### config.mk
export PLATFORM = sky130hd
export DESIGN_NAME = pingpong_flash_log_writer
export DESIGN_NICKNAME = d
export VERILOG_FILES = /design/src/rtl/pfw_pkg.sv /design/src/rtl/pfw_core.sv /design/src/rtl/pfw_rsp_fifo.sv /design/src/rtl/pingpong_flash_log_writer.sv
export SDC_FILE = /design/constraint.sdc
export NUM_CORES = 1
export LEC_CHECK = 0
export BUFFER_PORTS_ARGS = -buffer_cell sky130_fd_sc_hd__buf_2
export CORE_ASPECT_RATIO = 0.7
export CORE_MARGIN = 5
export CORE_UTILIZATION = 60
export DETAILED_ROUTE_END_ITERATION = 12
export PLACE_DENSITY = 0.85
export SETUP_SLACK_MARGIN = 0.1
export SYNTH_ARGS = -nofsm -noshare
export SYNTH_HDL_FRONTEND = slang
export SYNTH_SLANG_ARGS = --single-unit
### constraint.sdc
create_clock -name clock -period 14 [get_ports clock]
set_input_delay 0.7 -clock clock [delete_from_list [all_inputs] [get_ports clock]]
set_output_delay 0.7 -clock clock [all_outputs]
set_load 0.02 [all_outputs]
### src/rtl/pfw_pkg.sv
// Shared types and constants of the ping-pong flash log writer.
package pfw_pkg;

   // Buffer and flash geometry
   localparam int FRAMES_PER_BUFFER = 16;
   localparam int FRAME_BYTES       = 128;
   localparam int PAGE_BYTES        = 256;
   localparam int SECTOR_BYTES      = 4096;
   localparam int ADDRESS_BITS      = 26;

   // Field and state widths
   localparam int SLOT_W    = 4;
   localparam int FCOUNT_W  = 5;
   localparam int LEN_W     = 12;
   localparam int WADDR_W   = ADDRESS_BITS + 1;
   localparam int PAGE_W    = $clog2(PAGE_BYTES);
   localparam int SECTOR_W  = $clog2(SECTOR_BYTES);
   localparam int BCOUNT_W  = 9;
   localparam int OFFSET_W  = 11;
   localparam int DROP_W    = 32;
   localparam int CSR_W     = 27;
   localparam int CSR_IDX_W = 1;

   localparam logic [LEN_W-1:0] FULL_LEN = LEN_W'(FRAMES_PER_BUFFER * FRAME_BYTES);
   localparam logic [WADDR_W-1:0] END_RESET = WADDR_W'(67108864);

   // Configuration register indexes
   localparam logic [CSR_IDX_W-1:0] CSR_START_ADDR = 1'b0;
   localparam logic [CSR_IDX_W-1:0] CSR_END_ADDR   = 1'b1;

   typedef enum logic [1:0] {
      OP_PUSH   = 2'd0,
      OP_TICK   = 2'd1,
      OP_FLUSH  = 2'd2,
      OP_ENABLE = 2'd3
   } opcode_type;

   typedef enum logic [2:0] {
      KIND_NONE    = 3'd0,
      KIND_STORED  = 3'd1,
      KIND_DROPPED = 3'd2,
      KIND_ERASE   = 3'd3,
      KIND_WRITE   = 3'd4,
      KIND_DONE    = 3'd5,
      KIND_ABANDON = 3'd6
   } kind_type;

   typedef enum logic [2:0] {
      PH_IDLE  = 3'b001,
      PH_START = 3'b010,
      PH_WAIT  = 3'b100
   } phase_type;

   typedef struct packed {
      kind_type                 kind;
      logic                     buffer_select;
      logic [SLOT_W-1:0]        slot_index;
      logic [ADDRESS_BITS-1:0]  flash_address;
      logic [OFFSET_W-1:0]      byte_offset;
      logic [BCOUNT_W-1:0]      byte_count;
      logic [DROP_W-1:0]        dropped_total;
      logic                     last;
   } rsp_type;

   // Results of one item: up to two, first goes out first
   typedef struct packed {
      logic [1:0] count;
      rsp_type    first;
      rsp_type    second;
   } push_type;

endpackage

### src/rtl/pfw_core.sv
// Logger state and flush sequencer: one item per cycle into up to two results.
module pfw_core (
   input  logic                           clock,
   input  logic                           reset,
   input  logic                           accept,
   input  pfw_pkg::opcode_type            opcode,
   input  logic                           enable_value,
   input  logic                           flash_busy,
   input  logic                           write_ready,
   input  logic                           csr_wen,
   input  logic [pfw_pkg::CSR_IDX_W-1:0]  csr_index,
   input  logic [pfw_pkg::CSR_W-1:0]      csr_wdata,
   output pfw_pkg::push_type              push
);
   import pfw_pkg::*;

   logic                 logging_ff, logging_in;
   logic                 fill_buf_ff, fill_buf_in;
   logic [FCOUNT_W-1:0]  fill_count_ff, fill_count_in;
   logic                 waiting_ff, waiting_in;
   logic                 flush_buf_ff, flush_buf_in;
   logic [LEN_W-1:0]     flush_len_ff, flush_len_in;
   logic [LEN_W-1:0]     flushed_ff, flushed_in;
   phase_type            phase_ff, phase_in;
   logic [WADDR_W-1:0]   waddr_ff, waddr_in;
   logic [WADDR_W-1:0]   end_ff, end_in;
   logic [DROP_W-1:0]    drop_ff, drop_in;

   // page write sizing, from current state only
   logic [LEN_W-1:0]     remain;
   logic [BCOUNT_W-1:0]  space;
   logic [BCOUNT_W-1:0]  wr_count;
   logic [WADDR_W:0]     wr_end;
   logic                 over_end;
   logic                 sector_start;

   // scratch for the comb block
   logic                 full;
   logic                 start_go;
   logic                 fb1, wt1;
   logic [FCOUNT_W-1:0]  fc1, fc2;
   rsp_type              r0, r1, base;
   logic [1:0]           n;

   assign remain   = (flush_len_ff > flushed_ff) ? flush_len_ff - flushed_ff : '0;
   assign space    = BCOUNT_W'(PAGE_BYTES) - BCOUNT_W'(waddr_ff[PAGE_W-1:0]);
   assign wr_count = (remain > LEN_W'(space)) ? space : BCOUNT_W'(remain);
   assign wr_end   = {1'b0, waddr_ff} + (WADDR_W+1)'(wr_count);
   assign over_end = wr_end > {1'b0, end_ff};
   assign sector_start = (waddr_ff[SECTOR_W-1:0] == '0);
   assign full     = fill_count_ff >= FCOUNT_W'(FRAMES_PER_BUFFER);

   always_comb begin
      logging_in    = logging_ff;
      fill_buf_in   = fill_buf_ff;
      fill_count_in = fill_count_ff;
      waiting_in    = waiting_ff;
      flush_buf_in  = flush_buf_ff;
      flush_len_in  = flush_len_ff;
      flushed_in    = flushed_ff;
      phase_in      = phase_ff;
      waddr_in      = waddr_ff;
      end_in        = end_ff;
      drop_in       = drop_ff;
      start_go      = 1'b0;
      fb1           = fill_buf_ff;
      wt1           = waiting_ff;
      fc1           = fill_count_ff;
      fc2           = fill_count_ff;
      n             = 2'd0;
      base          = '0;
      base.kind     = KIND_NONE;
      base.dropped_total = drop_ff;
      r0            = base;
      r1            = base;

      if (accept) begin
         unique case (opcode)
            OP_PUSH: begin
               if (logging_ff) begin
                  if (full && waiting_ff) begin
                     drop_in          = drop_ff + 1'b1;
                     r0.kind          = KIND_DROPPED;
                     r0.dropped_total = drop_in;
                     n                = 2'd1;
                  end else begin
                     if (full) begin
                        flush_buf_in = fill_buf_ff;
                        flush_len_in = FULL_LEN;
                        wt1          = 1'b1;
                        fb1          = ~fill_buf_ff;
                        fc1          = '0;
                     end
                     r0.kind          = KIND_STORED;
                     r0.buffer_select = fb1;
                     r0.slot_index    = fc1[SLOT_W-1:0];
                     n                = 2'd1;
                     fc2              = fc1 + 1'b1;
                     if (fc2 >= FCOUNT_W'(FRAMES_PER_BUFFER) && !wt1) begin
                        flush_buf_in = fb1;
                        flush_len_in = FULL_LEN;
                        wt1          = 1'b1;
                        fb1          = ~fb1;
                        fc2          = '0;
                     end
                     fill_buf_in   = fb1;
                     fill_count_in = fc2;
                     waiting_in    = wt1;
                  end
               end
            end
            OP_TICK: begin
               unique case (phase_ff)
                  PH_START: start_go = 1'b1;
                  PH_WAIT: begin
                     if (!flash_busy) begin
                        if (flushed_ff < flush_len_ff) begin
                           phase_in = PH_START;
                           start_go = 1'b1;
                        end else begin
                           waiting_in       = 1'b0;
                           phase_in         = PH_IDLE;
                           r0.kind          = KIND_DONE;
                           r0.buffer_select = flush_buf_ff;
                           n                = 2'd1;
                        end
                     end
                  end
                  default: begin
                     phase_in = PH_IDLE;
                     if (waiting_ff) begin
                        flushed_in = '0;
                        phase_in   = PH_START;
                     end
                  end
               endcase
               if (start_go) begin
                  priority if (remain == '0) begin
                     waiting_in       = 1'b0;
                     phase_in         = PH_IDLE;
                     r0.kind          = KIND_DONE;
                     r0.buffer_select = flush_buf_ff;
                     n                = 2'd1;
                  end else if (over_end) begin
                     waiting_in       = 1'b0;
                     phase_in         = PH_IDLE;
                     r0.kind          = KIND_ABANDON;
                     r0.buffer_select = flush_buf_ff;
                     r0.flash_address = waddr_ff[ADDRESS_BITS-1:0];
                     n                = 2'd1;
                  end else begin
                     r1.kind          = KIND_WRITE;
                     r1.buffer_select = flush_buf_ff;
                     r1.flash_address = waddr_ff[ADDRESS_BITS-1:0];
                     r1.byte_offset   = flushed_ff[OFFSET_W-1:0];
                     r1.byte_count    = wr_count;
                     if (sector_start) begin
                        r0.kind          = KIND_ERASE;
                        r0.buffer_select = flush_buf_ff;
                        r0.flash_address = waddr_ff[ADDRESS_BITS-1:0];
                        n                = 2'd1;
                     end
                     if (write_ready) begin
                        if (sector_start) begin
                           n = 2'd2;
                        end else begin
                           r0 = r1;
                           n  = 2'd1;
                        end
                        waddr_in   = wr_end[WADDR_W-1:0];
                        flushed_in = flushed_ff + LEN_W'(wr_count);
                        phase_in   = PH_WAIT;
                     end
                  end
               end
            end
            OP_FLUSH: begin
               if (fill_count_ff != '0 && !waiting_ff) begin
                  flush_buf_in  = fill_buf_ff;
                  flush_len_in  = LEN_W'(fill_count_ff) * LEN_W'(FRAME_BYTES);
                  waiting_in    = 1'b1;
                  fill_buf_in   = ~fill_buf_ff;
                  fill_count_in = '0;
               end
            end
            OP_ENABLE: begin
               logging_in = enable_value;
               if (enable_value) begin
                  fill_count_in = '0;
                  waiting_in    = 1'b0;
               end
            end
            default: ;
         endcase
      end

      if (csr_wen) begin
         unique case (csr_index)
            CSR_START_ADDR: waddr_in = WADDR_W'(csr_wdata[ADDRESS_BITS-1:0]);
            CSR_END_ADDR:   end_in   = csr_wdata[WADDR_W-1:0];
            default: ;
         endcase
      end

      r0.last     = (n == 2'd1);
      r1.last     = (n == 2'd2);
      push.count  = n;
      push.first  = r0;
      push.second = r1;
   end

   always_ff @(posedge clock) begin
      if (reset) begin
         logging_ff    <= 1'b0;
         fill_buf_ff   <= 1'b0;
         fill_count_ff <= '0;
         waiting_ff    <= 1'b0;
         flush_buf_ff  <= 1'b0;
         flush_len_ff  <= '0;
         flushed_ff    <= '0;
         phase_ff      <= PH_IDLE;
         waddr_ff      <= '0;
         end_ff        <= END_RESET;
         drop_ff       <= '0;
      end else begin
         logging_ff    <= logging_in;
         fill_buf_ff   <= fill_buf_in;
         fill_count_ff <= fill_count_in;
         waiting_ff    <= waiting_in;
         flush_buf_ff  <= flush_buf_in;
         flush_len_ff  <= flush_len_in;
         flushed_ff    <= flushed_in;
         phase_ff      <= phase_in;
         waddr_ff      <= waddr_in;
         end_ff        <= end_in;
         drop_ff       <= drop_in;
      end
   end

   // waiting on the flash only after a nonempty page went out
   a_wait_has_bytes: assert property (@(posedge clock) disable iff (reset)
      phase_ff == PH_WAIT |-> flushed_ff != '0)
      else $error("wait phase with nothing flushed");

   a_fill_bound: assert property (@(posedge clock) disable iff (reset)
      fill_count_ff <= FCOUNT_W'(FRAMES_PER_BUFFER))
      else $error("fill count past buffer size");

   a_pair_order: assert property (@(posedge clock) disable iff (reset)
      push.count == 2'd2 |-> push.first.kind == KIND_ERASE && push.second.kind == KIND_WRITE)
      else $error("two results that are not erase then write");

endmodule

### src/rtl/pfw_rsp_fifo.sv
// Result queue: takes up to two results per cycle, hands out one per cycle while pop_ready is high.
module pfw_rsp_fifo #(
   parameter int DEPTH = 4
) (
   input  logic               clock,
   input  logic               reset,
   input  pfw_pkg::push_type  push,
   input  logic               pop_ready,
   output pfw_pkg::rsp_type   head,
   output logic               head_valid,
   output logic               room_for_two
);
   import pfw_pkg::*;

   localparam int PTR_W = (DEPTH > 2) ? $clog2(DEPTH) : 1;
   localparam int LVL_W = $clog2(DEPTH + 1);

   rsp_type             mem_ff [DEPTH];
   logic [PTR_W-1:0]    wr_ptr_ff, wr_ptr_in, rd_ptr_ff, rd_ptr_in;
   logic [PTR_W-1:0]    wr_ptr1, wr_ptr2;
   logic [LVL_W-1:0]    level_ff, level_in;
   logic                pop;

   function automatic logic [PTR_W-1:0] ptr_inc(input logic [PTR_W-1:0] p);
      return (p == PTR_W'(DEPTH - 1)) ? '0 : p + 1'b1;
   endfunction

   assign wr_ptr1      = ptr_inc(wr_ptr_ff);
   assign wr_ptr2      = ptr_inc(wr_ptr1);
   assign head         = mem_ff[rd_ptr_ff];
   assign head_valid   = (level_ff != '0);
   assign room_for_two = (level_ff <= LVL_W'(DEPTH - 2));
   assign pop          = head_valid && pop_ready;

   always_comb begin
      unique case (push.count)
         2'd1:    wr_ptr_in = wr_ptr1;
         2'd2:    wr_ptr_in = wr_ptr2;
         default: wr_ptr_in = wr_ptr_ff;
      endcase
      rd_ptr_in = pop ? ptr_inc(rd_ptr_ff) : rd_ptr_ff;
      level_in  = level_ff + LVL_W'(push.count) - LVL_W'(pop);
   end

   always_ff @(posedge clock) begin
      if (push.count != 2'd0) begin
         mem_ff[wr_ptr_ff] <= push.first;
      end
      if (push.count == 2'd2) begin
         mem_ff[wr_ptr1] <= push.second;
      end
   end

   always_ff @(posedge clock) begin
      if (reset) begin
         wr_ptr_ff <= '0;
         rd_ptr_ff <= '0;
         level_ff  <= '0;
      end else begin
         wr_ptr_ff <= wr_ptr_in;
         rd_ptr_ff <= rd_ptr_in;
         level_ff  <= level_in;
      end
   end

   a_level_bound: assert property (@(posedge clock) disable iff (reset)
      level_ff <= LVL_W'(DEPTH))
      else $error("result queue overflow");

   a_room_on_write: assert property (@(posedge clock) disable iff (reset)
      push.count != 2'd0 |-> LVL_W'(push.count) <= LVL_W'(DEPTH) - level_ff)
      else $error("write into full result queue");

endmodule

### src/rtl/pingpong_flash_log_writer.sv
// Top level of the ping-pong flash log writer controller.
//
//  channel | direction | tuser        | tdata (low bit up)                          | tlast
//  --------+-----------+--------------+---------------------------------------------+------
//  req_    | in        | opcode[1:0]  | enable_value, flash_busy, write_ready        | -
//  rsp_    | out       | kind[2:0]    | buffer_select, slot_index, flash_address,    | last
//          |           |              | byte_offset, byte_count, dropped_total       |
//  csr_    | in        | -            | wen, index (0 start, 1 end), wdata[26:0]     | -
//
// An accepted item updates the logger state in the same cycle; its results land in
// the result queue at that edge and show on rsp_ from the next cycle on at the earliest.
// One item per cycle while req_tready is high; a tick that erases and writes yields two
// results on rsp_, so sustained rate is then bound by the single output port of the result queue.
// req_tready drops only when the queue cannot take two more results.
// Synchronous active-high reset clears all state but the result queue storage; end address resets to 2^26.
module pingpong_flash_log_writer #(
   parameter int RSP_DEPTH = 4
) (
   input  logic                          clock,
   input  logic                          reset,

   input  logic                          req_tvalid,
   output logic                          req_tready,
   input  logic [1:0]                    req_tuser,  // opcode
   input  logic [7:0]                    req_tdata,  // enable_value, flash_busy, write_ready, 0s

   output logic                          rsp_tvalid,
   input  logic                          rsp_tready,
   output logic [2:0]                    rsp_tuser,  // kind
   output logic [87:0]                   rsp_tdata,  // buffer_select, slot_index[3:0],
                                                     // flash_address[25:0], byte_offset[10:0],
                                                     // byte_count[8:0], dropped_total[31:0], 0s
   output logic                          rsp_tlast,  // last result of the item

   input  logic                          csr_wen,
   input  logic [pfw_pkg::CSR_IDX_W-1:0] csr_index,
   input  logic [pfw_pkg::CSR_W-1:0]     csr_wdata
);
   import pfw_pkg::*;

   localparam int RSP_BITS = 1 + SLOT_W + ADDRESS_BITS + OFFSET_W + BCOUNT_W + DROP_W;

   logic       accept;
   push_type   push;
   rsp_type    head;
   logic       room_for_two;

   assign accept = req_tvalid && req_tready;

   // Item processing: registered state update and combinational result building
   pfw_core u_core (
      .clock        (clock),
      .reset        (reset),
      .accept       (accept),
      .opcode       (opcode_type'(req_tuser)),
      .enable_value (req_tdata[0]),
      .flash_busy   (req_tdata[1]),
      .write_ready  (req_tdata[2]),
      .csr_wen      (csr_wen),
      .csr_index    (csr_index),
      .csr_wdata    (csr_wdata),
      .push         (push)
   );

   // Result queue decouples the output side from item acceptance
   pfw_rsp_fifo #(
      .DEPTH (RSP_DEPTH)
   ) u_rsp_fifo (
      .clock        (clock),
      .reset        (reset),
      .push         (push),
      .pop_ready    (rsp_tready),
      .head         (head),
      .head_valid   (rsp_tvalid),
      .room_for_two (room_for_two)
   );

   assign req_tready = room_for_two;

   assign rsp_tuser = head.kind;
   assign rsp_tlast = head.last;
   assign rsp_tdata = {(88 - RSP_BITS)'(0), head.dropped_total, head.byte_count,
                       head.byte_offset, head.flash_address, head.slot_index,
                       head.buffer_select};

endmodule

# --- Word-level counts from Yosys, hierarchy flattened ---
# Memories as Yosys holds them, arrays and structs flattened. A register that Yosys moved wholly into a read port is not among the register bits.
# Index checks and enable logic that the tools add are counted.
word_totals:
  regBits: 129
  latchBits: 0
  mem_bits_rw: 348
  rom_bits: 0
  in_bits: 43
  mem_count: 1
mem_list:
  columns: ["name", "depth", "word_bits", "rd", "rd_ports_with_merged_regs", "write_ports", "line", "source"]
  rows:
  - ["u_rsp_fifo.mem_ff", 4, 87, 1, 1, 2, "pfw_rsp_fifo.sv:18", "rsp_type mem_ff [DEPTH];"]
op_classes:
  addsub: 11
  multipliers: 0
  div_mod_pow: 0
  order_cmp: 7
  n_eq_ne: 15
  shifts: 0
  muxes: 137
  bitwise_logic: 2
  reduce_logical: 25
ops:
  columns: ["cell", "count"]
  rows:
  - ["$mux 87", 4]
  - ["$mux 46", 6]
  - ["$mux 27", 8]
  - ["$mux 12", 12]
  - ["$mux 83", 1]
  - ["$mux 32", 2]
  - ["$pmux 32 s2", 1]
  - ["$mux 4", 14]
  - ["$mux 5", 11]
  - ["$mux 53", 1]
  - ["$mux 26", 2]
  - ["$mux 1", 41]
  - ["$mux 2", 17]
  - ["$add 32x1->32 const B", 1]
  - ["$add 27x9->28", 1]
  - ["$gt 28x27->1", 1]
  - ["$logic_not 12->1", 2]
  - ["$pmux 12 s2", 1]
  - ["$pmux 8 s2", 1]
  - ["$mux 3", 5]
  - ["$pmux 5 s3", 1]
  - ["$add 12x9->12", 1]
  - ["$eq 2x2->1 const B", 6]
  - ["$gt 12x12->1", 1]
  - ["other kinds (33)", 56]

# --- Logic depth before layout (Yosys ltp) ---
logic_depth:
  depth_word: 14
  depth_mapped: 48
  depth_no_buf: 44

# --- Hierarchy ---
# Synthesis repeated with hierarchy kept, for this count alone.
hier_totals:
  hier_cells: 2125
  area_unflattened_um2: 26379.0
by_module_without_submodules:
  columns: ["module", "instances", "cells_each", "area_each_um2", "seq_area_each_um2"]
  rows:
  - ["pfw_rsp_fifo", 1, 906, 17294.1, 10630.2]
  - ["pfw_core", 1, 1212, 9037.4, 2302.2]
  - ["pingpong_flash_log_writer", 1, 7, 47.5, 0.0]

# --- Least setup slack after synthesis ---
# No wires, ideal clock.
synth_timing:
  path_type: "reg-to-reg"
  start: "register u_core.flushed_ff[7]"
  end: "memory u_rsp_fifo.mem_ff[0][0] in the netlist's numbering (enable)"
  arrival_time_ns: 10.603
  required_ns: 13.565
  slack_ns: 2.962
  path_stages_with_launch: 44
  path_cell_list: "dfxtp_1 > inv_1 > ha_1 > or4bb_1 > nor2_1 > nand3_1 > and3_1 > ha_1 > nor2b_1 > o21a_1 > o21ai_0 > nand2b_1 > a2111oi_0 > o31ai_1 > a21oi_2 > mux2_2 > inv_1 > ha_1 > (+8 left out) > clkbuf_1 > xnor2_1 > ha_1 > a211oi_1 > o21ai_0 > a211oi_1 > a21oi_1 > a2111oi_2 > nor2_1 > clkbuf_1 > nor2_1 > a21o_1 > o311a_1 > ha_1 > and2_1 > clkbuf_1 > nor2_1 > inv_1"
synth_rtl:
  columns: ["element", "line", "source"]
  rows:
  - ["from (decl)", "pfw_core.sv:23", "logic [LEN_W-1:0] flushed_ff, flushed_in;"]
  - ["from (signal assigned)", "pfw_core.sv:232", "flushed_ff <= flushed_in;"]
  - ["to (decl)", "pfw_rsp_fifo.sv:18", null]

==> run metrics <==
outcome complete, no violations; launch instance of the worst min-delay path csr_wdata[26]; aggregate negative setup slack 0 ns; Total Routing Usage GR 29.0%; initial antenna violation count 0; summed instance area of the synthesized netlist 24500 um^2; PD cells 119 nW/um^2; dominant cells by area after synthesis sky130_fd_sc_hd__edfxtp_1 40%, sky130_fd_sc_hd__dfxtp_1 12%, sky130_fd_sc_hd__mux4_2 8.0%, sky130_fd_sc_hd__nand2_1 4.4%, sky130_fd_sc_hd__ha_1 4.0%; most common cell in the netlist sky130_fd_sc_hd__edfxtp_1; Chip Width about 250 um; Initial Util 61.2%; number of diodes added for antenna fixing 0; total wire length after detailed routing 66800 um; worst min path class input pin to register; required time reported for the critical path endpoint approximately 14 ns; area of the multi-input gates 10800 um^2; number of routed nets with antenna violations 0; depth of the worst register-to-register path 40; violation count after the first detailed-routing iteration 2470; DR DRC count 0; Worst Hold End u_core.end_ff[26]; number of pins with negative max-slew slack in the final report 0; H-Tree Level Count 2; sink count of the clock tree around 470; TritonCTS Buffers 45; total setup violations reported at the end of the flow 0; maximum VDD drop roughly 0.00009 V; total design power around 3.2 mW; Post-Route Skew 0.0240 ns; Pre-antenna DRT Iters 8; worst flop-to-flop path endpoint u_rsp_fifo.mem_ff[1][75]; total global routing overflow 0; number of register bits inferred by synthesis 472; quantity of gates resized following cts 0; register area 12700 um^2; die height about 180 um; fraction of layout instances using a drive strength above 1 roughly 15%; register area share after synthesis between 50 and 60%; mean cell area of the mapped netlist ~11 um^2; number of filler cells placed in the layout 2899; kind of start point of the critical path register; detailed-route wire length per cell roughly 23 um; # IOs between 100 and 150; most frequent cells after synthesis 324 x sky130_fd_sc_hd__edfxtp_1, 286 x sky130_fd_sc_hd__nand2_1, 222 x sky130_fd_sc_hd__nor2_1, 172 x sky130_fd_sc_hd__o21ai_0, 148 x sky130_fd_sc_hd__dfxtp_1; clock root cell sky130_fd_sc_hd__clkbuf_16; headroom to the max-slew limit 27.3%; leakage dissipation ~9.6 nW; arrival time worst endpoint 13.37 ns; first-pass GRT wire length 102000 um; clock tree from TritonCTS built; unrepaired setup endpoints after global routing no; number of synthesis warnings 0; reg2reg setup slack around 1.1 ns; Primary FF master, synth sky130_fd_sc_hd__edfxtp_1; maximum operating frequency ~0.077 GHz; core area 40000 um^2; share of flip-flops with an asynchronous set or reset 0%; Crit. End Element register; Final Critical Period 12.94 ns; via count of the first global-routing pass 18300; Slowest cell on crit path sky130_fd_sc_hd__a21oi_2; clock latency on the worst-skew pair 0.58 ns; Hold Buf Count CTS 0; launching point of the worst reg2reg path u_core.flushed_ff[1]; Post-Synthesis Cells between 2000 and 2500; share of the synthesized area in the top cell type around 40%; final hold viol count 0; startpoint-to-endpoint class of the critical path register to register; final RePlAce weighted congestion 0.949; vias ~19000; Clk pin slew, worst setup/hold paths 0.07 ns; count of flip-flops with a built-in enable after synthesis between 300 and 400; cell accounting for the most synthesized area sky130_fd_sc_hd__edfxtp_1; maximum number of pins on one net before global-route repair 82; Syn-to-layout area delta 9.83%; longest individual stage delay on the worst path 0.83 ns; number of port buffers ~130; number of buffers inserted by post-CTS setup repair 0; Hold Path Cell Cnt 3; half-perimeter wire length after placement 44000 um; Total Die Area around 45000 um^2; number of distinct library cell variants in the gate-level netlist after synthesis 79; number of nets in the layout ~2500; Critical Path Fanout Max 20; transition time of the tightest slew-check pin 1.09 ns; number of buffers on the longest clock path 3; final cycle utilization of the critical path 92.4%; detailed-route vias per instance 6.54; number of rows created at floorplan 61; Max-Cap Viols 0
-- cells in the final DEF (no fill, tap or decap), types with 57 or more instances in the layout --
cell	n
sky130_fd_sc_hd__a21oi_1	81
sky130_fd_sc_hd__and2_1	135
sky130_fd_sc_hd__buf_2	125
sky130_fd_sc_hd__dfxtp_1	146
sky130_fd_sc_hd__edfxtp_1	324
sky130_fd_sc_hd__ha_1	78
sky130_fd_sc_hd__inv_1	81
sky130_fd_sc_hd__mux4_2	87
sky130_fd_sc_hd__nand2_1	286
sky130_fd_sc_hd__nor2_1	222
sky130_fd_sc_hd__o21ai_0	172
sky130_fd_sc_hd__xnor2_1	57
-- sequential cells by signal, indices dropped and copies added, names as in the netlist, 2 cells and up, named ones only --
| name | flops |
|---|---|
| u_rsp_fifo.wr_ptr_ff | 2 |
| u_rsp_fifo.mem_ff | 348 |
| u_core.fill_count_ff | 5 |
| u_core.flush_len_ff | 5 |
| u_rsp_fifo.rd_ptr_ff | 2 |
| u_rsp_fifo.level_ff | 3 |
| u_core.flushed_ff | 12 |
| u_core.waddr_ff | 27 |
| u_core.end_ff | 27 |
| u_core.phase_ff | 3 |
| u_core.drop_ff | 32 |
-- per-stage QoR --
stage	hold WS (ns)	worst slack, ns	utilization [%]	cell area (um^2)	cells
after global placement	0.430	1.69	63.5	25400	2818
after floorplan	0.420	2.96	-	24500	2290
after global routing	0.343	0.383	67.2	26900	2902
after CTS	0.321	1.53	67.2	26900	2902
final	0.342	1.06	67.2	26900	2902
after detailed placement	0.445	1.58	63.5	25400	2818
-- report_power, final --
group          switching [mW]  total (mW)  leakage [nW]  internal (mW)
combinational           0.257       0.431          4.69          0.174
clock                   0.542        1.24         0.734          0.696
sequential             0.0389        1.53          4.19           1.49
-- logic make-up after synthesis --
| group | share of synthesized area (%) |
|---|---|
| AND/OR/NAND/NOR | 15.9 |
| buffers and inverters | 3.92 |
| flip-flops | 51.9 |
| other | 0.0153 |
| XOR/XNOR | 3.22 |
| AO/OA/AOI/OAI | 12.1 |
| adder cells (fa/ha/maj) | 4.23 |
| multiplexers | 8.68 |
-- layer usage --
layer  part of all wire [%]  track usage [%]  vias to the layer above
li1                       -                -                     8334
met5                      0                0                        -
met2                     45             45.1                     1318
met1                     39             41.6                     9152
met3                     12             6.02                      178
met4                    3.1             8.93                        0
-- cell type report --
type / count / share of cell area (%)
Tap cell: 535 / 2.49
Sequential cell: 472 / 47.3
Clock buffer: 66 / 4.91
Multi-Input combinational cell: 1571 / 40.3
Clock inverter: 18 / 0.619
Inverter: 85 / 1.21
Timing Repair Buffer: 155 / 3.21
-- critical path: cells and delay by family, from the launching register on --
kind,cells,cell delay (ns)
simple gates,18,5.99
compound gates,13,3.67
flops,1,0.40
fa+ha+maj,5,1.57
mux,1,0.63
xor+xnor,1,0.09
buf+inv,2,0.41
-- worst max path at each step --
stage               slack (ns)                       end                  from  depth (start not counted)
detailed placement        1.58  u_rsp_fifo.mem_ff[2][67]  u_core.flushed_ff[1]                         42
CTS                       1.53  u_rsp_fifo.mem_ff[2][21]  u_core.flushed_ff[1]                         42
global placement          1.69  u_rsp_fifo.mem_ff[2][22]  u_core.flushed_ff[1]                         42
floorplan                 2.96   u_rsp_fifo.mem_ff[0][0]  u_core.flushed_ff[7]                         43
global route              0.38  u_rsp_fifo.mem_ff[2][21]  u_core.flushed_ff[1]                         42
finish                    1.06  u_rsp_fifo.mem_ff[1][75]  u_core.flushed_ff[1]                         40
(Power assumes the default switching activity.)
